**src/bdpd_pkg.sv**
```systemverilog
// Package for the button debounce / press detector.
// Holds event codes, register indexes, reset values and the event bundle type.
package bdpd_pkg;

  localparam int unsigned MaxEvents = 4;
  localparam int unsigned FifoDepth = 2;

  typedef enum logic [2:0] {
    EV_DOWN        = 3'd0,
    EV_UP          = 3'd1,
    EV_UP_HOLD     = 3'd2,
    EV_DOWN_HOLD   = 3'd3,
    EV_LONG_PRESS  = 3'd4,
    EV_PRESS_COUNT = 3'd5
  } evt_kind_e;

  typedef enum logic [1:0] {
    CFG_ACTIVE_HIGH   = 2'd0,
    CFG_REPEAT_TICKS  = 2'd1,
    CFG_LONG_TICKS    = 2'd2,
    CFG_INITIAL_LEVEL = 2'd3
  } cfg_idx_e;

  localparam logic        ActiveHighRst   = 1'b0;
  localparam logic [15:0] RepeatTicksRst  = 16'd50;
  localparam logic [15:0] LongTicksRst    = 16'd0;
  localparam logic        InitialLevelRst = 1'b0;

  // events caused by one tick, in order
  typedef struct packed {
    logic [2:0]                    num;
    evt_kind_e [MaxEvents-1:0]     kind;
    logic [7:0]                    total;
  } bundle_t;

endpackage

```
**src/bdpd_if.sv**
```systemverilog
// Valid/ready channel interfaces for the press detector.
// Depends on nothing.
interface bdpd_tick_if;
  logic valid;
  logic ready;
  logic pin_level;
  modport source (output valid, output pin_level, input ready);
  modport sink (input valid, input pin_level, output ready);
endinterface

interface bdpd_event_if;
  logic       valid;
  logic       ready;
  logic [2:0] event_kind;
  logic [7:0] press_total;
  logic       last_event;
  modport source (output valid, output event_kind, output press_total, output last_event,
                  input ready);
  modport sink (input valid, input event_kind, input press_total, input last_event,
                output ready);
endinterface

```
**src/bdpd_front.sv**
```systemverilog
// Front end: config registers, timers, debouncer; classifies each tick into an
// event bundle. Depends on bdpd_pkg.
module bdpd_front #(
  parameter int unsigned DEBOUNCE_LIMIT = 4
) (
  input  logic              clk_i,
  input  logic              rst_ni,
  input  logic              cfg_we_i,
  input  logic [1:0]        cfg_idx_i,
  input  logic [15:0]       cfg_data_i,
  input  logic              tick_valid_i,
  input  logic              pin_level_i,
  input  logic              full_i,
  output logic              tick_ready_o,
  output logic              push_o,
  output bdpd_pkg::bundle_t bundle_o
);

  localparam int unsigned LvlW = $clog2(DEBOUNCE_LIMIT + 1);
  localparam logic [LvlW-1:0] LvlMax = LvlW'(DEBOUNCE_LIMIT);

  logic        active_high_q;
  logic [15:0] repeat_ticks_q;
  logic [15:0] long_ticks_q;
  logic        stable_q, stable_d;
  logic [LvlW-1:0] lvl_q, lvl_d;
  logic [7:0]  tally_q, tally_d;
  logic [15:0] rep_q, rep_d;
  logic [15:0] long_q, long_d;
  logic        accept;
  bdpd_pkg::bundle_t bnd;

  assign tick_ready_o = !full_i && !cfg_we_i;
  assign accept       = tick_valid_i && tick_ready_o;

  always_comb begin
    logic change;
    stable_d = stable_q;
    lvl_d    = lvl_q;
    tally_d  = tally_q;
    rep_d    = rep_q;
    long_d   = long_q;
    change   = 1'b0;
    bnd.num   = '0;
    bnd.kind  = {bdpd_pkg::MaxEvents{bdpd_pkg::EV_DOWN}};
    bnd.total = '0;

    if (long_q != '0) begin
      long_d = long_q - 16'd1;
      if (long_d == '0) begin
        bnd.kind[bnd.num[1:0]] = bdpd_pkg::EV_LONG_PRESS;
        bnd.num = bnd.num + 3'd1;
        tally_d = '0;
      end
    end
    if (rep_q != '0) begin
      rep_d = rep_q - 16'd1;
      if (rep_d == '0) begin
        if (stable_q == active_high_q) begin
          bnd.kind[bnd.num[1:0]] = bdpd_pkg::EV_DOWN_HOLD;
        end else begin
          bnd.kind[bnd.num[1:0]] = bdpd_pkg::EV_PRESS_COUNT;
          bnd.total = tally_d;
        end
        bnd.num = bnd.num + 3'd1;
        tally_d = '0;
      end
    end

    if (pin_level_i) begin
      if (lvl_q < LvlMax) lvl_d = lvl_q + LvlW'(1);
      if (lvl_d == LvlMax && !stable_q) begin
        stable_d = 1'b1;
        change   = 1'b1;
      end
    end else begin
      if (lvl_q != '0) lvl_d = lvl_q - LvlW'(1);
      if (lvl_d == '0 && stable_q) begin
        stable_d = 1'b0;
        change   = 1'b1;
      end
    end

    if (change) begin
      if (stable_d == active_high_q) begin
        bnd.kind[bnd.num[1:0]] = bdpd_pkg::EV_DOWN;
        bnd.num = bnd.num + 3'd1;
        tally_d = tally_d + 8'd1;
        rep_d   = (repeat_ticks_q != '0) ? repeat_ticks_q : 16'd1;
        if (long_ticks_q != '0 && tally_d == 8'd1) long_d = long_ticks_q;
      end else begin
        bnd.kind[bnd.num[1:0]] = bdpd_pkg::EV_UP;
        bnd.num = bnd.num + 3'd1;
        long_d  = '0;
        if (rep_d == '0) begin
          bnd.kind[bnd.num[1:0]] = bdpd_pkg::EV_UP_HOLD;
          bnd.num = bnd.num + 3'd1;
        end
      end
    end
  end

  assign push_o   = accept && (bnd.num != '0);
  assign bundle_o = bnd;

  always_ff @(posedge clk_i or negedge rst_ni) begin
    if (!rst_ni) begin
      active_high_q  <= bdpd_pkg::ActiveHighRst;
      repeat_ticks_q <= bdpd_pkg::RepeatTicksRst;
      long_ticks_q   <= bdpd_pkg::LongTicksRst;
      stable_q       <= bdpd_pkg::InitialLevelRst;
      lvl_q          <= '0;
      tally_q        <= '0;
      rep_q          <= '0;
      long_q         <= '0;
    end else if (cfg_we_i) begin
      unique case (bdpd_pkg::cfg_idx_e'(cfg_idx_i))
        bdpd_pkg::CFG_ACTIVE_HIGH:   active_high_q  <= cfg_data_i[0];
        bdpd_pkg::CFG_REPEAT_TICKS:  repeat_ticks_q <= cfg_data_i;
        bdpd_pkg::CFG_LONG_TICKS:    long_ticks_q   <= cfg_data_i;
        bdpd_pkg::CFG_INITIAL_LEVEL: stable_q       <= cfg_data_i[0];
        default: ;
      endcase
    end else if (accept) begin
      stable_q <= stable_d;
      lvl_q    <= lvl_d;
      tally_q  <= tally_d;
      rep_q    <= rep_d;
      long_q   <= long_d;
    end
  end

  a_lvl_range: assert property (@(posedge clk_i) disable iff (!rst_ni) lvl_q <= LvlMax)
    else $error("debounce level out of range");
  a_bundle_size: assert property (@(posedge clk_i) disable iff (!rst_ni)
    push_o |-> bnd.num <= 3'(bdpd_pkg::MaxEvents))
    else $error("too many events in one tick");
  a_stable_flip: assert property (@(posedge clk_i) disable iff (!rst_ni)
    (accept && !cfg_we_i && stable_d != stable_q) |-> (lvl_d == '0 || lvl_d == LvlMax))
    else $error("stable level changed away from debounce limits");

endmodule

```
**src/bdpd_fifo.sv**
```systemverilog
// Short queue of event bundles between front and back.
// Depends on bdpd_pkg.
module bdpd_fifo (
  input  logic              clk_i,
  input  logic              rst_ni,
  input  logic              push_i,
  input  bdpd_pkg::bundle_t bundle_i,
  input  logic              pop_i,
  output logic              full_o,
  output logic              empty_o,
  output bdpd_pkg::bundle_t head_o
);

  localparam int unsigned PtrW = $clog2(bdpd_pkg::FifoDepth);
  localparam int unsigned CntW = $clog2(bdpd_pkg::FifoDepth + 1);

  bdpd_pkg::bundle_t mem_q [bdpd_pkg::FifoDepth];
  logic [PtrW-1:0] wr_q, rd_q;
  logic [CntW-1:0] cnt_q;

  assign full_o  = (cnt_q == CntW'(bdpd_pkg::FifoDepth));
  assign empty_o = (cnt_q == '0);
  assign head_o  = mem_q[rd_q];

  always_ff @(posedge clk_i) begin
    if (push_i) mem_q[wr_q] <= bundle_i;
  end

  always_ff @(posedge clk_i or negedge rst_ni) begin
    if (!rst_ni) begin
      wr_q  <= '0;
      rd_q  <= '0;
      cnt_q <= '0;
    end else begin
      if (push_i) begin
        wr_q <= (wr_q == PtrW'(bdpd_pkg::FifoDepth - 1)) ? '0 : wr_q + PtrW'(1);
      end
      if (pop_i) begin
        rd_q <= (rd_q == PtrW'(bdpd_pkg::FifoDepth - 1)) ? '0 : rd_q + PtrW'(1);
      end
      if (push_i && !pop_i) cnt_q <= cnt_q + CntW'(1);
      else if (!push_i && pop_i) cnt_q <= cnt_q - CntW'(1);
    end
  end

  a_no_overflow: assert property (@(posedge clk_i) disable iff (!rst_ni)
    push_i |-> (!full_o || pop_i))
    else $error("push into full queue");
  a_no_underflow: assert property (@(posedge clk_i) disable iff (!rst_ni)
    pop_i |-> !empty_o)
    else $error("pop from empty queue");
  a_cnt_grow: assert property (@(posedge clk_i) disable iff (!rst_ni)
    (push_i && !pop_i) |=> cnt_q == $past(cnt_q) + CntW'(1))
    else $error("queue count did not grow");

endmodule

```
**src/bdpd_back.sv**
```systemverilog
// Back end: walks the queued bundle one event per cycle into the output register
// while ready_i does not stall it. Depends on bdpd_pkg.
module bdpd_back (
  input  logic              clk_i,
  input  logic              rst_ni,
  input  logic              empty_i,
  input  bdpd_pkg::bundle_t head_i,
  output logic              pop_o,
  output logic              valid_o,
  input  logic              ready_i,
  output logic [2:0]        event_kind_o,
  output logic [7:0]        press_total_o,
  output logic              last_event_o
);

  logic [1:0] idx_q;
  logic       valid_q;
  logic [2:0] kind_q;
  logic [7:0] total_q;
  logic       last_q;
  logic       load, is_last;
  bdpd_pkg::evt_kind_e cur;

  assign cur     = head_i.kind[idx_q];
  assign is_last = ({1'b0, idx_q} == head_i.num - 3'd1);
  assign load    = !empty_i && (!valid_q || ready_i);
  assign pop_o   = load && is_last;

  always_ff @(posedge clk_i) begin
    if (load) begin
      kind_q  <= cur;
      total_q <= (cur == bdpd_pkg::EV_PRESS_COUNT) ? head_i.total : 8'd0;
      last_q  <= is_last;
    end
  end

  always_ff @(posedge clk_i or negedge rst_ni) begin
    if (!rst_ni) begin
      valid_q <= 1'b0;
      idx_q   <= '0;
    end else begin
      if (load) begin
        valid_q <= 1'b1;
        idx_q   <= is_last ? 2'd0 : idx_q + 2'd1;
      end else if (ready_i) begin
        valid_q <= 1'b0;
      end
    end
  end

  assign valid_o       = valid_q;
  assign event_kind_o  = kind_q;
  assign press_total_o = total_q;
  assign last_event_o  = last_q;

  a_idx_in_bundle: assert property (@(posedge clk_i) disable iff (!rst_ni)
    !empty_i |-> ({1'b0, idx_q} < head_i.num))
    else $error("event index beyond bundle");
  a_pop_marks_last: assert property (@(posedge clk_i) disable iff (!rst_ni)
    pop_o |=> (valid_q && last_q && idx_q == 2'd0))
    else $error("pop without last event loaded");

endmodule

```
**src/button_debounce_press_detector.sv**
```systemverilog
// Top level of the button debounce and press detector.
// Depends on bdpd_pkg, bdpd_if, bdpd_front, bdpd_fifo, bdpd_back.
//
//  channel   dir  payload                                  transfer when
//  tick_i    in   pin_level                                valid && ready
//  event_o   out  event_kind, press_total, last_event      valid && ready
//  cfg       in   cfg_we_i, cfg_idx_i, cfg_data_i          cfg_we_i high
//
// One tick is taken per cycle while the two-entry bundle queue has room and no
// register write is under way.
// A tick yields 0..4 events; the back end emits one event per cycle while
// event_o does not stall; each passes a queue entry, then the output register.
// Ticks without events take no queue entry but still wait while the queue is
// full. Reset is async, active low, and loads the register defaults; stalls on
// event_o fill the queue, then drop tick_i.ready.
module button_debounce_press_detector #(
  parameter int unsigned DEBOUNCE_LIMIT = 4
) (
  input  logic         clk_i,
  input  logic         rst_ni,
  input  logic         cfg_we_i,
  input  logic [1:0]   cfg_idx_i,
  input  logic [15:0]  cfg_data_i,
  bdpd_tick_if.sink    tick_i,
  bdpd_event_if.source event_o
);

  logic              push, pop, full, empty;
  bdpd_pkg::bundle_t bundle, head;

  bdpd_front #(
    .DEBOUNCE_LIMIT(DEBOUNCE_LIMIT)
  ) u_front (
    .clk_i        (clk_i),
    .rst_ni       (rst_ni),
    .cfg_we_i     (cfg_we_i),
    .cfg_idx_i    (cfg_idx_i),
    .cfg_data_i   (cfg_data_i),
    .tick_valid_i (tick_i.valid),
    .pin_level_i  (tick_i.pin_level),
    .full_i       (full),
    .tick_ready_o (tick_i.ready),
    .push_o       (push),
    .bundle_o     (bundle)
  );

  bdpd_fifo u_fifo (
    .clk_i    (clk_i),
    .rst_ni   (rst_ni),
    .push_i   (push),
    .bundle_i (bundle),
    .pop_i    (pop),
    .full_o   (full),
    .empty_o  (empty),
    .head_o   (head)
  );

  bdpd_back u_back (
    .clk_i         (clk_i),
    .rst_ni        (rst_ni),
    .empty_i       (empty),
    .head_i        (head),
    .pop_o         (pop),
    .valid_o       (event_o.valid),
    .ready_i       (event_o.ready),
    .event_kind_o  (event_o.event_kind),
    .press_total_o (event_o.press_total),
    .last_event_o  (event_o.last_event)
  );

endmodule
```
**src/flat_wrapper.sv**
```systemverilog
// flat-port wrapper written by rule: the top's interface ports become plain ports
module button_debounce_press_detector_flat 
#(
  parameter int unsigned DEBOUNCE_LIMIT = 4
)
  (clk_i, rst_ni, cfg_we_i, cfg_idx_i, cfg_data_i, tick_i_valid, tick_i_pin_level, tick_i_ready, event_o_valid, event_o_event_kind, event_o_press_total, event_o_last_event, event_o_ready);
  bdpd_tick_if tick_i_i ();
  bdpd_event_if event_o_i ();
  input  logic clk_i;
  input  logic rst_ni;
  input  logic cfg_we_i;
  input  logic [1:0] cfg_idx_i;
  input  logic [15:0] cfg_data_i;
  input wire logic [$bits(tick_i_i.valid)-1:0] tick_i_valid;
  input wire logic [$bits(tick_i_i.pin_level)-1:0] tick_i_pin_level;
  output wire logic [$bits(tick_i_i.ready)-1:0] tick_i_ready;
  output wire logic [$bits(event_o_i.valid)-1:0] event_o_valid;
  output wire logic [$bits(event_o_i.event_kind)-1:0] event_o_event_kind;
  output wire logic [$bits(event_o_i.press_total)-1:0] event_o_press_total;
  output wire logic [$bits(event_o_i.last_event)-1:0] event_o_last_event;
  input wire logic [$bits(event_o_i.ready)-1:0] event_o_ready;
  assign tick_i_i.valid = tick_i_valid;
  assign tick_i_i.pin_level = tick_i_pin_level;
  assign tick_i_ready = tick_i_i.ready;
  assign event_o_valid = event_o_i.valid;
  assign event_o_event_kind = event_o_i.event_kind;
  assign event_o_press_total = event_o_i.press_total;
  assign event_o_last_event = event_o_i.last_event;
  assign event_o_i.ready = event_o_ready;
  button_debounce_press_detector #(.DEBOUNCE_LIMIT(DEBOUNCE_LIMIT)) u_core (.clk_i(clk_i), .rst_ni(rst_ni), .cfg_we_i(cfg_we_i), .cfg_idx_i(cfg_idx_i), .cfg_data_i(cfg_data_i), .tick_i(tick_i_i), .event_o(event_o_i));
endmodule
```
**config.mk**
```make
export PLATFORM = sky130hd
export DESIGN_NAME = button_debounce_press_detector_flat
export DESIGN_NICKNAME = d
export VERILOG_FILES = /design/src/bdpd_pkg.sv /design/src/bdpd_if.sv /design/src/bdpd_front.sv /design/src/bdpd_fifo.sv /design/src/bdpd_back.sv /design/src/button_debounce_press_detector.sv /design/src/flat_wrapper.sv
export SDC_FILE = /design/constraint.sdc
export NUM_CORES = 1
export LEC_CHECK = 0
export BUFFER_PORTS_ARGS = -buffer_cell sky130_fd_sc_hd__buf_2
export CELL_PAD_IN_SITES_DETAIL_PLACEMENT = 1
export CELL_PAD_IN_SITES_GLOBAL_PLACEMENT = 1
export CORE_UTILIZATION = 53
export CTS_CLUSTER_DIAMETER = 150
export DETAILED_ROUTE_END_ITERATION = 10
export HOLD_SLACK_MARGIN = 0.05
export PLACE_DENSITY = 0.95
export SLEW_MARGIN = 30
export SYNTH_ARGS = -nofsm -noshare
export SYNTH_HDL_FRONTEND = slang
export SYNTH_SLANG_ARGS = --single-unit
export TNS_END_PERCENT = 100
```
**constraint.sdc**
```tcl
create_clock -name clk_i -period 13.5 [get_ports clk_i]
set_clock_uncertainty 0.2 [all_clocks]
set_input_delay 2.7 -clock clk_i [delete_from_list [all_inputs] [get_ports clk_i]]
set_output_delay 2.7 -clock clk_i [all_outputs]
set_load 0.005 [all_outputs]
```
==> metrics.md, run 1 <==
| Metric | Value |
|---|---|
| Status | `finished clean` |
| I/O pins | `38` |
| Area grow syn2layout | `13.1%` |
| Share of layout cells above drive strength 1 | `0.180` |
| Syn Inst Count | `724` |
| Resize count post-CTS | `0` |
| Antenna Cells | `0` |
| Number of flops mapped to enable cells by yosys | `54` |
| Initial Util | `0.540` |
| Dpl ws | `7040 ps` |
| Die Area | `14600 um2` |
| Internal reg-to-reg setup slack | `8020 ps` |
| Register area share after synthesis | `0.499` |
| Design Power | `1.75 mW` |
| Final HPWL from detailed placement | `14900 um` |
| F_max | `159 MHz` |
| CTS Sinks | `138` |
| Tot GR Track Use | `0.331` |
| Chip height | `121 um` |
| Port Buf Inserts | `37` |
| CTS Hold Bufs | `0` |
| Die W | `121 um` |
| Initial antenna violation count | `0` |
| CTS root buffer | `clkbuf_16` |
| DR pass1 iterations | `5` |
| Wire per inst | `23.7 um` |
| CP startpoint kind | `primary input` |
| Worst-margin pin slew | `959 ps` |
| H-tree depth | `4` |
| Syn_area_per_cell | `10.3 um2` |
| Total CTS buffers | `17` |
| TritonCTS clock tree | `done` |
| Drt total wl | `22400 um` |
| Endpoints failing setup | `0` |
| Clk slew on worst S/H paths | `60 ps` |
| Post-route ant nets | `0` |
| Number of library cell types mapped by synthesis | `73` |
| TNS Setup | `0 ps` |
| Peak VDD IR | `114 uV` |
| GRT overflow | `0` |
| Worst skew pair latency | `430 ps` |
| Ys async rst share | `0.609` |
| # Post-CTS Setup Buffers | `0` |
| Max Slew Vio Count | `0` |
| Post-DR vias/cell | `6.58` |
| Number of global-route vias before repair | `6794` |
| Total vias in the final route | `6219` |
| First-pass GRT wire length | `36100 um` |
| Hold Vio Cnt, Final | `0` |
| Hold Crit Class | `reg2reg` |
| Cell row count | `43` |
| Fillers | `1478` |
| Tcrit/Tclk final | `0.466` |
| Worst EP arrival | `3380 ps` |
| Commonest cells after routing, fill and taps aside | `dfrtp_1 (81), nand2_1 (67), o21ai_0 (60), nor2_1 (56), edfxtp_1 (54)` |
| Commonest non-fill, non-tap cell in the layout | `dfrtp_1` |
| Pin count of the biggest net entering global routing | `64` |
| DRC viols | `0` |
| Required @ worst endpoint | `10600 ps` |
| Critical path class | `in2out` |
| CTS max path bufs | `2` |
| Final nets | `795` |
| #FFs+latches synth | `138` |
| Max-cap violations | `0` |
| Pleak | `3.27 nW` |
| Placer Congestion | `0.905` |
| Ys flop type | `dfrtp_1` |
| 1st-iter DRT viols | `400` |
| Setup ws final | `7220 ps` |
| Post-layout min period | `6280 ps` |
| Crit. End Element | `primary output` |
| Core Area | `13800 um2` |
| Syn Nets | `767` |
| P per Cell Area | `207 nW/um2` |
| RSZ-0062 raised after global routing | `false` |
| Yosys Warn Count | `0` |
| Slew headroom | `0.359` |
| Post-Syn Area | `7470 um2` |
| Fin util | `0.610` |
| Largest fanout on the critical path | `8` |
| Min Hold Slack | `323 ps` |
[per-stage QoR]
stage,cells,instance area [um2]
floorplan,724,7470
global placement,913,7790
detailed placement,913,7790
CTS,945,8440
global route,945,8440
finish,945,8440
[cell usage after synthesis (all sizes together), types with 4 or more instances]
cell type / count / area share
and3: 6 / 0.0050
o31ai: 6 / 0.0079
nand3b: 8 / 0.0080
nor4b: 4 / 0.0047
nor3: 26 / 0.017
mux2: 36 / 0.055
a22oi: 6 / 0.0060
inv: 26 / 0.013
mux2i: 13 / 0.017
nand3: 16 / 0.011
o22ai: 4 / 0.0034
or4b: 4 / 0.0054
nor2b: 7 / 0.0059
xor2: 6 / 0.0070
nor4: 21 / 0.018
a21oi: 40 / 0.028
ha: 19 / 0.032
a31oi: 10 / 0.0084
o21ai: 63 / 0.042
dfrtp: 81 / 0.27
and2: 16 / 0.013
a211oi: 4 / 0.0040
a32oi: 8 / 0.0094
edfxtp: 54 / 0.22
buf: 8 / 0.0062
nand4: 6 / 0.0050
clkbuf: 28 / 0.014
or3: 4 / 0.0034
nor2: 58 / 0.030
a311oi: 4 / 0.0055
mux4: 5 / 0.015
xnor2: 13 / 0.015
nand2: 68 / 0.035
nor3b: 5 / 0.0057
[flip-flops by register name (all words and copies together), names as in the netlist, 3 cells and up, named ones only]
signal and cells:
u_core.u_back.event_kind_o 3, u_core.u_fifo.mem_q 42, u_core.u_front.tally_q 8, u_core.u_front.long_ticks_q 16
u_core.u_front.rep_q 16, u_core.u_back.press_total_o 8, u_core.u_front.long_q 16, u_core.u_front.repeat_ticks_q 16
[power breakdown]
part	switching (mW)	internal (mW)	total, mW
combinational	0.327	0.221	0.548
sequential	0.141	0.544	0.686
clock	0.196	0.318	0.514
total	0.664	1.08	1.75
[per-layer routing]
metal	vias to the layer above	wire, um	track usage
met2	205	11700	0.592
met4	0	1070	0.181
met3	85	899	0.0542
met1	3190	8730	0.375
met5	-	0	0
li1	2739	-	-
[cell families after synthesis]
| group | count (synthesis) | synth area share |
|---|---|---|
| AOI/OAI and AO/OA | 170 | 0.145 |
| xor gates and xnor gates | 19 | 0.0223 |
| adders and majority gates | 19 | 0.0318 |
| buffers and inverters | 63 | 0.0345 |
| DFF | 138 | 0.499 |
| muxes | 54 | 0.0873 |
| and+or+nand+nor | 261 | 0.180 |
[final timing paths]
| kind | endpoint | depth (start not counted) | start |
|---|---|---|---|
| min in group asynchronous | u_core.u_back.valid_o | 1 | rst_ni |
| min reg2reg | u_core.u_front.repeat_ticks_q[0] | 1 | u_core.u_front.repeat_ticks_q[0] |
| max in group asynchronous | u_core.u_front.tally_q[7] | 2 | rst_ni |
| max | tick_i_ready | 3 | cfg_we_i |
| min | u_core.u_front.repeat_ticks_q[0] | 1 | u_core.u_front.repeat_ticks_q[0] |
| max reg2reg | u_core.u_front.long_q[15] | 20 | u_core.u_front.long_q[0] |
[critical path, stage by stage]
cell and delay, ps:
buf_2 160, a21oi_1 330, buf_2 190
[final cells by class]
class / count / area (um2) / area share
sequential: 138 / 3730 / 0.442
multi-input combinational: 523 / 3480 / 0.413
clock buffer: 22 / 529 / 0.0627
timing repair buffer: 45 / 248 / 0.0294
tap: 180 / 225 / 0.0267
clock inverter: 10 / 120 / 0.0142
inverter: 27 / 106 / 0.0126
No activity file was read; power rests on OpenSTA's default activity.
==> inputs of run 2 (changes only) <==
ABC_AREA = 1   (was default)
CORE_UTILIZATION = 46   (was 53)
PLACE_DENSITY = 0.89   (was 0.95)
clock period = 6.39 ns   (was 13.5 ns; I/O delays follow)
==> run 2 against run 1 <==
Global-route usage decreased by 6.1 points. Total power increased to 2.8 times the previous value. Worst setup slack got worse by 6100 ps. Sequential share of layout area decreased by 4.0 points. Wire length increased by 4.0%. Critical path depth increased by 19. Non-clock buffer count decreased by 1. Clock power increased by 90%. Cell area increased by 9.8%. Cell count increased by 44%. Sequential power increased by 110%. Largest power group is now combinational logic. First-iteration DRC count unchanged.
==> metrics.md, run 2 <==
| Metric | Value |
|---|---|
| DR pass1 iterations | `4` |
| # Post-CTS Setup Buffers | `0` |
| Dpl ws | `1280 ps` |
| Final nets | `1168` |
| Total vias in the final route | `7381` |
| CTS root buffer | `clkbuf_16` |
| Largest family of logic cells by synthesized area | `simple AND/OR/NAND/NOR gates` |
| 1st-iter DRT viols | `400` |
| CTS Hold Bufs | `0` |
| CTS max path bufs | `2` |
| Post-route ant nets | `0` |
| Register area share after synthesis | `0.449` |
| Worst EP arrival | `5100 ps` |
| Cell row count | `48` |
| TNS Setup | `0 ps` |
| Number of global-route vias before repair | `7684` |
| Initial Util | `0.475` |
| Critical path class | `reg2reg` |
| GRT overflow | `0` |
| Reg2reg end | `u_core.u_fifo.mem_q[0][0]` |
| Peak VDD IR | `238 uV` |
| Resize count post-CTS | `0` |
| P per Cell Area | `519 nW/um2` |
| Post-DR vias/cell | `5.42` |
| Reg area | `3730 um2` |
| Area leader, netlist | `dfrtp_1` |
| Synth top area share | `0.244` |
| Core Area | `17500 um2` |
| Met2 Usage GRT | `0.468` |
| Tcrit/Tclk final | `0.821` |
| Commonest cells after routing, fill and taps aside | `nand2_1 (317), inv_1 (134), nor2_1 (116), o21ai_0 (94), dfrtp_1 (81)` |
| WHS Path Cells | `1` |
| Clk slew on worst S/H paths | `60 ps` |
| Number of library cell types mapped by synthesis | `44` |
| Design Power | `4.81 mW` |
| Fillers | `2206` |
| Post-Syn Area | `8310 um2` |
| Post-Synth Adder-Cell Area | `0.0286` |
| Max Slew Vio Count | `0` |
| Internal reg-to-reg setup slack | `1140 ps` |
| Area of the multi-input gates | `3910 um2` |
| Endpoints failing setup | `0` |
| Wire per inst | `17.1 um` |
| Tot GR Track Use | `0.270` |
| Cell with the most instances after synthesis | `nand2_1` |
| Total CTS buffers | `17` |
| Syn_area_per_cell | `7.58 um2` |
| H-tree depth | `4` |
| Pleak | `4.39 nW` |
| First-pass GRT wire length | `38500 um` |
| Die Area | `18600 um2` |
| CP startpoint | `u_core.u_front.long_q[0]` |
| Largest cells by area after synthesis | `dfrtp_1 (24%), edfxtp_1 (20%), nand2_1 (14%)` |
| Ys flop type | `dfrtp_1` |
| Synth Area in Simple Gates | `0.303` |
| Register bank with the most flops | `u_core.u_fifo.mem_q` |
| Placer Congestion | `0.895` |
| Syn Nets | `1138` |
| Max-cap violations | `0` |
| GR peak layer | `met2` |
| Die W | `136 um` |
| Status | `finished clean` |
| Syn Inst Count | `1095` |
| Worst-margin pin slew | `857 ps` |
| Yosys Warn Count | `0` |
| R2R Path Start | `u_core.u_front.long_q[0]` |
| Required @ worst endpoint | `6240 ps` |
| Hold-critical path endpoint | `u_core.u_fifo.cnt_q[0]` |
| Hold Crit Class | `reg2reg` |
| Ys async rst share | `0.609` |
| Crit. End Element | `register` |
| Worst skew pair latency | `430 ps` |
| RSZ-0062 raised after global routing | `false` |
| Max reg flops | `42` |
| #FFs+latches synth | `138` |
| Post-synthesis mux area share | `0.00241` |
| Area grow syn2layout | `11.6%` |
| Number of flops mapped to enable cells by yosys | `54` |
| Commonest non-fill, non-tap cell in the layout | `nand2_1` |
| Antenna Cells | `0` |
| I/O pins | `38` |
| Initial antenna violation count | `0` |
| GR Layer Usage met1 | `0.339` |
| Top cells by count, synth | `nand2_1 (318), inv_1 (135), nor2_1 (117)` |
| Final HPWL from detailed placement | `16700 um` |
| CTS Sinks | `138` |
| Slew headroom | `0.425` |
| Pin count of the biggest net entering global routing | `61` |
| Worst Reg-to-Reg Cells | `22` |
| Share of layout cells above drive strength 1 | `0.129` |
| TritonCTS clock tree | `done` |
| CP startpoint kind | `register` |
| Largest fanout on the critical path | `26` |
| Post-layout min period | `5250 ps` |
| Chip height | `136 um` |
| Start point of the worst hold path | `u_core.u_fifo.cnt_q[0]` |
| Drt total wl | `23300 um` |
| F_max | `191 MHz` |
| DRC viols | `0` |
| Met3 Use GR | `0.0429` |
| Compound-Gate Fraction of Synth Area | `0.112` |
| Setup ws final | `1140 ps` |
| Area share of xor/xnor cells in the synthesized design | `0.0220` |
| Port Buf Inserts | `37` |
| Hold Vio Cnt, Final | `0` |
## run 2: cell types whose count changed in the layout (fill, tap and decap cells not counted), moves of 34 or more
cell / before / now
nand3_1: 16 / 62
o21ai_0: 60 / 94
nand2_1: 67 / 317
inv_1: 26 / 134
nor2_1: 56 / 116
mux2_2: 35 / 0
## run 2: critical path: stages, from the launching register on
cell	delay (ps)
dfrtp_1	390
inv_1	140
ha_1	260
nand3_1	90
nor2_1	50
nand2_1	500
nand2_1	170
nor2_1	130
nand2_1	80
nor2_2	130
nand3_4	290
ha_1	380
or2_2	290
o21ai_1	190
ha_1	210
inv_1	50
a21oi_1	240
nor2_1	110
nand2_1	90
nand2_2	80
inv_2	110
nand2_1	70
inv_1	610
## run 2: layout make-up
type / instances / share of cell area
sequential: 138 / 0.402
clock inverter: 10 / 0.00972
timing repair buffer: 44 / 0.0259
tap: 225 / 0.0304
inverter: 141 / 0.0571
clock buffer: 22 / 0.0534
multi-input combinational: 783 / 0.421
## run 2: per-stage QoR
step | hold WS (ps) | cell area (um2) | util | instances
3_3_place_gp | 261 | 8680 | 0.496 | 1331
5_1_grt | 293 | 9270 | 0.530 | 1363
6_report | 275 | 9270 | 0.530 | 1363
2_1_floorplan | 246 | 8310 | - | 1095
3_5_place_dp | 267 | 8680 | 0.496 | 1331
4_1_cts | 280 | 9260 | 0.530 | 1363
## run 2: logic make-up (layout without fill, tap and decap cells)
| family | count (synthesis) | in the layout |
|---|---|---|
| simple gates | 571 | 571 |
| buf+inv | 174 | 217 |
| compound gates | 171 | 171 |
| flops | 138 | 138 |
| xor+xnor | 20 | 20 |
| fa+ha+maj | 19 | 19 |
| mux | 2 | 2 |
## run 2: worst max-delay path by stage
stage / to / depth (start not counted) / slack (ps)
after floorplan: u_core.u_fifo.mem_q[1][0] / 24 / 1710
after global placement: u_core.u_fifo.mem_q[0][3] / 23 / 1580
after detailed placement: u_core.u_fifo.mem_q[0][3] / 21 / 1280
after CTS: u_core.u_fifo.mem_q[0][0] / 21 / 1130
after global routing: u_core.u_fifo.mem_q[0][22] / 22 / 690
final: u_core.u_fifo.mem_q[0][0] / 22 / 1140
## run 2: routing by layer
metal,wire length [um],part of all wire,vias to the layer above
met1,10500,0.45,3617
li1,-,-,3604
met2,11600,0.50,123
met5,0,0,-
met4,495,0.021,0
met3,665,0.029,37
## run 2: power breakdown
| part | leakage [nW] | internal, mW | switching, mW |
|---|---|---|---|
| combinational | 2.54 | 0.733 | 1.68 |
| clock | 0.280 | 0.588 | 0.389 |
| sequential | 1.57 | 1.20 | 0.215 |
| total | 4.39 | 2.52 | 2.29 |
